File: config.mk
export PLATFORM = sky130hd
export DESIGN_NAME = vpa_ctrl
export DESIGN_NICKNAME = d
export VERILOG_FILES = /design/src/hw/rtl/vpa_pkg.sv /design/src/hw/rtl/vpa_ctrl.sv
export SDC_FILE = /design/constraint.sdc
export NUM_CORES = 1
export LEC_CHECK = 0
export BUFFER_PORTS_ARGS = -buffer_cell sky130_fd_sc_hd__buf_2
export CORE_ASPECT_RATIO = 1.4
export CORE_MARGIN = 2
export CORE_UTILIZATION = 42
export CTS_BUF_LIST = sky130_fd_sc_hd__clkbuf_8 sky130_fd_sc_hd__clkbuf_16
export DETAILED_ROUTE_END_ITERATION = 16
export PLACE_DENSITY_LB_ADDON = 0.2
export SLEW_MARGIN = 10
export SYNTH_ARGS = -nofsm -noshare
export SYNTH_HDL_FRONTEND = slang
export SYNTH_SLANG_ARGS = --single-unit
File: constraint.sdc
create_clock -name clk_i -period 1.72 [get_ports clk_i]
set_input_delay 0 -clock clk_i [delete_from_list [all_inputs] [get_ports clk_i]]
set_output_delay 0 -clock clk_i [all_outputs]
set_load 0.005 [all_outputs]
File: src/hw/rtl/vpa_pkg.sv
// ----------------------------------------------------------------------------
// vpa_pkg: shared definitions of the partition allocator
// Request and status codes, default sizes, and the command and status bundles
// that join the controller to the datapath.
// ----------------------------------------------------------------------------
package vpa_pkg;

  localparam int unsigned FreeEntriesDef = 64;
  localparam int unsigned UsedEntriesDef = 64;
  localparam int unsigned AddrBitsDef    = 16;
  localparam int unsigned JobBitsDef     = 8;

  localparam int unsigned StatusBits = 3;

  // Request codes.
  localparam logic [1:0] FUNC_LOAD    = 2'd0;
  localparam logic [1:0] FUNC_ALLOC   = 2'd1;
  localparam logic [1:0] FUNC_RELEASE = 2'd2;

  // Fit rules; the fourth code behaves as first fit.
  localparam logic [1:0] POL_FIRST = 2'd0;
  localparam logic [1:0] POL_BEST  = 2'd1;
  localparam logic [1:0] POL_WORST = 2'd2;

  // Result status codes.
  localparam logic [StatusBits-1:0] ST_OK      = 3'd0;
  localparam logic [StatusBits-1:0] ST_NO_FIT  = 3'd1;
  localparam logic [StatusBits-1:0] ST_NO_JOB  = 3'd2;
  localparam logic [StatusBits-1:0] ST_FULL    = 3'd3;
  localparam logic [StatusBits-1:0] ST_ZERO_SZ = 3'd4;

  typedef enum logic [4:0] {
    OP_NONE,
    OP_LATCH,
    OP_H_READ_IDX,
    OP_H_READ_SHDN,
    OP_H_READ_SHUP,
    OP_INS_EVAL,
    OP_SHUP_START,
    OP_SHUP_WRITE,
    OP_INS_WRITE,
    OP_SHDN_WRITE,
    OP_H_DROP,
    OP_PICK_EVAL,
    OP_GRANT,
    OP_SPLIT,
    OP_G_READ,
    OP_G_EVAL,
    OP_G_FOUND,
    OP_ADJ_EVAL,
    OP_MERGE_BOTH,
    OP_MERGE_PRED,
    OP_MERGE_SUCC,
    OP_INS_START,
    OP_G_READ_NEXT,
    OP_G_SHIFT_WRITE,
    OP_G_DROP,
    OP_FINISH
  } dp_op_e;

  typedef struct packed {
    dp_op_e                op;
    logic [StatusBits-1:0] code;
  } dp_cmd_t;

  typedef struct packed {
    logic [1:0] func;
    logic       size_zero;
    logic       h_full;
    logic       g_full;
    logic       h_idx_end;
    logic       ins_le;
    logic       h_sh_at_pos;
    logic       h_rem_end;
    logic       pick_ok;
    logic       exact;
    logic       g_idx_end;
    logic       g_rem_end;
    logic       g_found;
    logic       pred_v;
    logic       succ_v;
    logic       out_free;
  } dp_stat_t;

endpackage

File: src/hw/rtl/vpa_ctrl.sv
// ----------------------------------------------------------------------------
// vpa_ctrl: request sequencer
// Steps the datapath through the scans, shifts and writes of each request.
// ----------------------------------------------------------------------------
module vpa_ctrl
  import vpa_pkg::*;
(
  input  logic     clk_i,
  input  logic     rst_ni,
  input  logic     in_valid_i,
  output logic     in_stall_o,
  input  dp_stat_t stat_i,
  output dp_cmd_t  cmd_o
);

  typedef enum logic [4:0] {
    S_IDLE, S_DISPATCH, S_INS_CHK, S_INS_EV, S_SUP_CHK, S_SUP_WR, S_HRM_CHK, S_HRM_WR,
    S_PK_CHK, S_PK_EV, S_PK_END, S_SPLIT, S_GS_CHK, S_GS_EV, S_GS_END, S_AD_CHK,
    S_AD_EV, S_AD_END, S_GRM_CHK, S_GRM_WR, S_FIN
  } state_e;

  state_e                state_q, state_d;
  logic [StatusBits-1:0] code_q, code_d;
  logic                  is_rel;

  assign is_rel     = (stat_i.func == FUNC_RELEASE);
  assign in_stall_o = (state_q != S_IDLE);
  assign cmd_o.code = code_q;

  always_comb begin
    state_d  = state_q;
    code_d   = code_q;
    cmd_o.op = OP_NONE;
    unique case (state_q)
      S_IDLE: begin
        if (in_valid_i) begin
          cmd_o.op = OP_LATCH;
          code_d   = ST_OK;
          state_d  = S_DISPATCH;
        end
      end
      S_DISPATCH: begin
        priority case (stat_i.func)
          FUNC_LOAD: begin
            if (stat_i.size_zero) begin
              code_d  = ST_ZERO_SZ;
              state_d = S_FIN;
            end else if (stat_i.h_full) begin
              code_d  = ST_FULL;
              state_d = S_FIN;
            end else begin
              state_d = S_INS_CHK;
            end
          end
          FUNC_ALLOC: begin
            if (stat_i.size_zero) begin
              code_d  = ST_ZERO_SZ;
              state_d = S_FIN;
            end else if (stat_i.g_full) begin
              code_d  = ST_FULL;
              state_d = S_FIN;
            end else begin
              state_d = S_PK_CHK;
            end
          end
          FUNC_RELEASE: state_d = S_GS_CHK;
          default:      state_d = S_FIN;
        endcase
      end
      S_INS_CHK: begin
        if (stat_i.h_idx_end) begin
          cmd_o.op = OP_SHUP_START;
          state_d  = S_SUP_CHK;
        end else begin
          cmd_o.op = OP_H_READ_IDX;
          state_d  = S_INS_EV;
        end
      end
      S_INS_EV: begin
        cmd_o.op = OP_INS_EVAL;
        state_d  = stat_i.ins_le ? S_INS_CHK : S_SUP_CHK;
      end
      S_SUP_CHK: begin
        if (stat_i.h_sh_at_pos) begin
          cmd_o.op = OP_INS_WRITE;
          state_d  = is_rel ? S_GRM_CHK : S_FIN;
        end else begin
          cmd_o.op = OP_H_READ_SHDN;
          state_d  = S_SUP_WR;
        end
      end
      S_SUP_WR: begin
        cmd_o.op = OP_SHUP_WRITE;
        state_d  = S_SUP_CHK;
      end
      S_HRM_CHK: begin
        if (stat_i.h_rem_end) begin
          cmd_o.op = OP_H_DROP;
          state_d  = is_rel ? S_GRM_CHK : S_FIN;
        end else begin
          cmd_o.op = OP_H_READ_SHUP;
          state_d  = S_HRM_WR;
        end
      end
      S_HRM_WR: begin
        cmd_o.op = OP_SHDN_WRITE;
        state_d  = S_HRM_CHK;
      end
      S_PK_CHK: begin
        if (stat_i.h_idx_end) begin
          state_d = S_PK_END;
        end else begin
          cmd_o.op = OP_H_READ_IDX;
          state_d  = S_PK_EV;
        end
      end
      S_PK_EV: begin
        cmd_o.op = OP_PICK_EVAL;
        state_d  = S_PK_CHK;
      end
      S_PK_END: begin
        if (!stat_i.pick_ok) begin
          code_d  = ST_NO_FIT;
          state_d = S_FIN;
        end else begin
          cmd_o.op = OP_GRANT;
          state_d  = stat_i.exact ? S_HRM_CHK : S_SPLIT;
        end
      end
      S_SPLIT: begin
        cmd_o.op = OP_SPLIT;
        state_d  = S_FIN;
      end
      S_GS_CHK: begin
        if (stat_i.g_idx_end) begin
          state_d = S_GS_END;
        end else begin
          cmd_o.op = OP_G_READ;
          state_d  = S_GS_EV;
        end
      end
      S_GS_EV: begin
        cmd_o.op = OP_G_EVAL;
        state_d  = S_GS_CHK;
      end
      S_GS_END: begin
        if (!stat_i.g_found) begin
          code_d  = ST_NO_JOB;
          state_d = S_FIN;
        end else begin
          cmd_o.op = OP_G_FOUND;
          state_d  = S_AD_CHK;
        end
      end
      S_AD_CHK: begin
        if (stat_i.h_idx_end) begin
          state_d = S_AD_END;
        end else begin
          cmd_o.op = OP_H_READ_IDX;
          state_d  = S_AD_EV;
        end
      end
      S_AD_EV: begin
        cmd_o.op = OP_ADJ_EVAL;
        state_d  = S_AD_CHK;
      end
      S_AD_END: begin
        priority if (stat_i.pred_v && stat_i.succ_v) begin
          cmd_o.op = OP_MERGE_BOTH;
          state_d  = S_HRM_CHK;
        end else if (stat_i.pred_v) begin
          cmd_o.op = OP_MERGE_PRED;
          state_d  = S_GRM_CHK;
        end else if (stat_i.succ_v) begin
          cmd_o.op = OP_MERGE_SUCC;
          state_d  = S_GRM_CHK;
        end else if (stat_i.h_full) begin
          code_d  = ST_FULL;
          state_d = S_FIN;
        end else begin
          cmd_o.op = OP_INS_START;
          state_d  = S_INS_CHK;
        end
      end
      S_GRM_CHK: begin
        if (stat_i.g_rem_end) begin
          cmd_o.op = OP_G_DROP;
          state_d  = S_FIN;
        end else begin
          cmd_o.op = OP_G_READ_NEXT;
          state_d  = S_GRM_WR;
        end
      end
      S_GRM_WR: begin
        cmd_o.op = OP_G_SHIFT_WRITE;
        state_d  = S_GRM_CHK;
      end
      S_FIN: begin
        if (stat_i.out_free) begin
          cmd_o.op = OP_FINISH;
          state_d  = S_IDLE;
        end
      end
      default: state_d = S_IDLE;
    endcase
  end

  always_ff @(posedge clk_i or negedge rst_ni) begin
    if (!rst_ni) begin
      state_q <= S_IDLE;
      code_q  <= ST_OK;
    end else begin
      state_q <= state_d;
      code_q  <= code_d;
    end
  end

endmodule

* Yosys cells after proc, flatten, opt, wreduce, memory -nomap -nowiden
Index checks and enable logic that the tools add are counted.
** Word-level totals
- Register bits after elaboration :: 8
- Bits of input ports :: 20
- Output and inout bits :: 9
- Word-level logic and storage cells :: 91
** Cells by class
- Equal/unequal tests :: 31
- Muxes and demuxes :: 50
- Reduce and logical (&&, ||, !) cells :: 8
** Operators by type and width (count)
- 5-bit case mux with 21 select lines :: 1
- 5-bit 2-to-1 mux :: 19
- 5-bit case mux with 19 select lines :: 1
- 3-bit 2-to-1 mux :: 15
- 5-bit by 4-bit == test with 1-bit output (second input constant) :: 8
- 5-bit == test (second input constant) :: 5
- 4-bit 2-to-1 mux :: 6
- 5-bit by 3-bit == test with 1-bit output (second input constant) :: 4
- 3-bit case mux with 5 select lines :: 1
- 5-bit case mux with 3 select lines :: 1
- 2-bit != test (second input constant) :: 7
- 5-bit by 2-bit == test with 1-bit output (second input constant) :: 2
- 5-bit nonzero test :: 2
- 9-bit AND reduction :: 1
- 2-bit 2-to-1 mux :: 3
- 3-bit case mux with 2 select lines :: 1
- 5-bit by 1-bit == test with 1-bit output (second input constant) :: 1
- 5-bit logical NOT :: 1
- 4-bit != test (second input constant) :: 1
- 3-bit by 2-bit != test with 1-bit output (second input constant) :: 1
- 2-bit by 1-bit == test with 1-bit output (second input constant) :: 1
- 2-bit == test (second input constant) :: 1
- 2-bit logical NOT :: 1
- 1-bit 2-to-1 mux :: 2
- 3 further kinds :: 3

* Longest topological paths before layout
- Depth after elaboration :: 5
- Depth in mapped cells :: 8
- Depth with buffers taken out :: 5

* Worst setup path before layout
No wires, ideal clock.
- Path kind :: reg-to-reg
- Start :: register state_q[2]
- End :: register state_q[2]
- Setup time :: 0.131 ns
- Data arrival time :: 1.372 ns
- Data required time :: 1.589 ns
- Path slack :: 0.217 ns
- Cell stages (with the launch flop) :: 8
- Buffers on the path :: 2
- Clock period less this slack :: 1.503 ns
- Cells stage by stage :: dfrtp_1 > buf_6 > buf_6 > nor3_1 > o21ai_0 > a31oi_1 > nor2_1 > or3_1
** Between the ends
- Word-level cells in the longest chain between the ends :: 3
- Elaborated cells between the ends (all ways) :: 25
- Classes of those cells :: eq/ne (22); mux (1); reduce/logical (2)
** Ends and longest elaborated chain
- start, declared :: RTL line vpa_ctrl.sv:22 : state_e state_q, state_d;
- start signal, assigned :: RTL line vpa_ctrl.sv:213 : state_q <= state_d;
- parallel branches: the longest is 3 deep, another holds 5-bit case mux with 21 select lines
Several ways; the timed one is not identified.
A chain may end at the register's enable or synchronous reset.

* Worst setup path after layout
- Start :: register state_q[2]
- End :: register code_q[1]
** Between the ends
- Word-level cells in the longest chain between the ends :: 3
- Elaborated cells between the ends (all ways) :: 16
- Classes of those cells :: eq/ne (12); mux (1); reduce/logical (3)
** Ends and longest elaborated chain
- 5-bit by 1-bit == test with 1-bit output (tied with other cells) :: RTL line vpa_ctrl.sv:34 : unique case (state_q)
- 4-bit != test (no line) (tied with other cells)
- 9-bit AND reduction (no line)
- end signal, assigned :: RTL line vpa_ctrl.sv:214 : code_q <= code_d;
- end, declared :: RTL line vpa_ctrl.sv:23 : logic [StatusBits-1:0] code_q, code_d;
Several ways; a longest one is shown, not always the timed one.

==> flow_summary_export.csv <==
group,metric,value,unit
run_status,status,"complete, but fails checks",
run_status,violations,"setup timing",
power,seqPwrFrac,0.117,
cts,clock-sinks,8,
grt,grt_pass1_vias,1507,
logic_synthesis,synth.distinct_cells,49,
sta,setup_viol,5,
power,total_leakage_power,0.795,nW
logic_synthesis,yosys_warnings,0,
detailed_routing,vias,1709,
sta,fmax,0.559,GHz
power,switching_share,0.465,
sta,hold_slack,0.126,ns
sta,worst_slack,-0.0678,ns
critical_path,start_kind,"flip-flop",
power,p_per_area,1690,nW/µm²
critical_path,cp_cell_sequence,"buf_12 -> nor4b_4 -> buf_4 -> buf_6 -> a311oi_4 -> and2_4 -> a31oi_4",
hold_path,hp-class,"in -> reg",
sta,fin_worst_skew,0.00538,ns
placed_design,place_congestion,0.886,
run,drv_cap,0,
power,p_sw,1.51,mW
sta,period_share,1.04,
grt,grtUsageTotal,0.256,
logic_synthesis,synth_cells,194,
cts,root_buffer,"clkbuf_8",
detailed_routing,drt_wl_total,4.67,mm
cts,worstSkewPairLatency,0.23,ns
sta,tns,-0.236,ns
die,die-area,3600,µm²
logic_synthesis,ys_seq_area_frac,0.152,
sta,finalCriticalPeriod,1.79,ns
critical_path,cp_slowest_cell,"dfrtp_1",
detailed_routing,firstDrtPassIters,4,
die,core_area,3060,µm²
placed_design,place.port_buffers,28,
cts,cts_tree,"built",
logic_synthesis,avgSynthCellArea,6.77,µm²
cells_and_area,syn2layout_area_growth,46.7,%
detailed_routing,wl_per_cell,16.2,µm
sta,hold_viol_final,0,
sta,worst_pin_slew,0.331,ns
critical_path,cp_num_buf_inv,3,
placed_design,post-place-cells,269,
power,p_int,1.74,mW
detailed_routing,ant_nets,0,
logic_synthesis,syn_nets,214,
cts,cts_buffer_depth,2,
die,chipHeight,70.2,µm
critical_path,path_class,"reg -> reg",
critical_path,cp-end-kind,"flip-flop",
sta,slew_viol_final,0,
grt,grt_max_degree,16,
die,initial_core_util,0.429,
cells_and_area,layout.nets,271,
critical_path,crit_family,"simple AND/OR/NAND/NOR gates",
critical_path,crit_arrival,1.93,ns
detailed_routing,viasPerCell,5.93,
die,io_pins,29,
cts,cts_buffers,3,
detailed_routing,route.detailed.drc,0,
cts,clk_pin_slew,0.05,ns
critical_path,worstPathRequired,1.87,ns
critical_path,cpPeakStageDelay,0.43,ns
cells_and_area,insertedDiodeCount,0,
power,ir_drop,0.928,mV
sta,rsz0062_at_grt,"true",
power,power_frac_clock,0.071,
die,rows,24,
detailed_routing,drtIter0Drc,95,
grt,grt_pass1_wl,7.09,mm
grt,grt_overflow,0,
placed_design,hpwl,3.33,mm
cells_and_area,finalNonFillerCells,288,
logic_synthesis,synth_area,1310,µm²
grt,antenna_found_initial,0,
logic_synthesis,synth_seq_cells,8,
cts,h-tree-depth,1,
sta,maxSlewHeadroom,0.776,
die,dieWidth,51.3,µm
critical_path,crit_fanout,7,
power,power.share.combinational,0.812,
cells_and_area,layout-drive-gt1-share,0.426,
[cells in the final DEF (no fill, tap or decap), types with 4 or more instances in the layout]
master	n
buf_2	29
buf_4	24
nand2_1	22
nor2_1	18
a21oi_1	15
nor2b_1	11
buf_6	11
nand2b_1	8
nand3_1	7
o21ai_0	6
o21ai_1	6
nor3_1	6
a31oi_1	5
dfrtp_1	4
dfrtp_2	4
[flip-flops by register name (all words and copies together) (netlist names)]
register,count
state_q,5
code_q,3
[cell usage after synthesis, drive strengths merged]
master | number | area share
a32o | 1 | 0.0076
nor3 | 8 | 0.030
o211ai | 2 | 0.011
nand2b | 8 | 0.038
a31oi | 7 | 0.033
nor4b | 1 | 0.018
nor2b | 13 | 0.062
nor2 | 22 | 0.065
dfrtp | 8 | 0.15
a211oi | 1 | 0.0057
a22oi | 2 | 0.011
buf | 13 | 0.074
nand3b | 1 | 0.0057
a21oi | 17 | 0.065
nor3b | 1 | 0.0057
mux2 | 1 | 0.0086
mux2i | 2 | 0.015
or4b | 1 | 0.0076
o311ai | 2 | 0.013
a311oi | 1 | 0.011
nand4 | 2 | 0.0095
nand2 | 25 | 0.071
nand3 | 8 | 0.030
o21ba | 1 | 0.0076
a21boi | 2 | 0.011
a211o | 1 | 0.0067
o21ai | 12 | 0.046
and3 | 1 | 0.0048
o31ai | 2 | 0.011
inv | 3 | 0.0086
clkbuf | 1 | 0.0029
or3 | 3 | 0.014
or2 | 5 | 0.026
nor4 | 3 | 0.026
a31o | 1 | 0.0067
o32a | 2 | 0.015
o41a | 1 | 0.0086
o41ai | 1 | 0.0067
o22ai | 3 | 0.014
a2bb2oi | 1 | 0.0067
and2 | 1 | 0.0048
o22a | 2 | 0.013
or2b | 1 | 0.0057
[metrics by stage]
step	cell area, µm²	power (mW)	util	setup WS (ns)
CTS	1790	2.86	0.584	-0.0437
global route	1930	3.47	0.629	-0.113
finish	1930	3.25	0.629	-0.0678
floorplan	1310	1.74	-	0.217
detailed placement	1580	2.34	0.516	-0.0177
global placement	1580	2.35	0.516	-0.0207
[layout make-up]
type	count	area [µm²]
fill	273	1140
multi-input combinational	169	1140
inverter	3	11.3
timing repair buffer	66	479
tap	39	48.8
clock buffer	3	41.3
sequential	8	205
[per-layer routing]
layer	share of wire	track usage
met3	0.054	0.0342
met4	0.022	0.0789
met5	0	0
met1	0.42	0.331
met2	0.50	0.434
[power groups by stage]
stage          clock network (mW)  registers, mW  logic (mW)
3_3_place_gp                    0          0.380        1.97
5_1_grt                     0.250          0.384        2.84
3_5_place_dp                    0          0.382        1.96
6_report                    0.232          0.379        2.64
2_1_floorplan                   0          0.317        1.42
4_1_cts                     0.231          0.368        2.26
[kinds of logic (layout without fill, tap and decap cells)]
kind of cell,after synthesis,after routing,share of synthesized area
AOI/OAI and AO/OA,62,62,0.313
buffers and inverters,17,72,0.0857
and+or+nand+nor,104,104,0.425
DFF,8,8,0.152
muxes,3,3,0.0238
[worst paths after layout]
path	start	end	slack (ns)	depth (start not counted)
max	state_q[2]$_DFFE_PN0P_	code_q[1]$_DFFE_PN0P_	-0.07	7
min	stat_i[10]	state_q[1]$_DFFE_PN0P_	0.13	4
max reg2reg	state_q[2]$_DFFE_PN0P_	code_q[1]$_DFFE_PN0P_	-0.07	7
min reg2reg	code_q[2]$_DFFE_PN0P_	code_q[2]$_DFFE_PN0P_	0.49	1
max in group asynchronous	rst_ni	state_q[4]$_DFFE_PN0P_	1.35	2
min in group asynchronous	rst_ni	state_q[2]$_DFFE_PN0P_	0.16	2
[worst register-to-register path: stages (launching register included)]
cell and delay, ns:
dfrtp_1 0.43, buf_12 0.17, nor4b_4 0.33, buf_4 0.19, buf_6 0.10, a311oi_4 0.12, and2_4 0.20, a31oi_4 0.16
[timing repair]
item / in CTS / in global routing
hold buffers: 1 / 0
buffers inserted: 9 / 6
hold endpoints to repair: 8 / 0
endpoints found under the setup margin: 5 / 11
gates resized for setup: 25 / 26
pin swaps: 10 / 10
No activity file was read; power rests on OpenSTA's default activity.
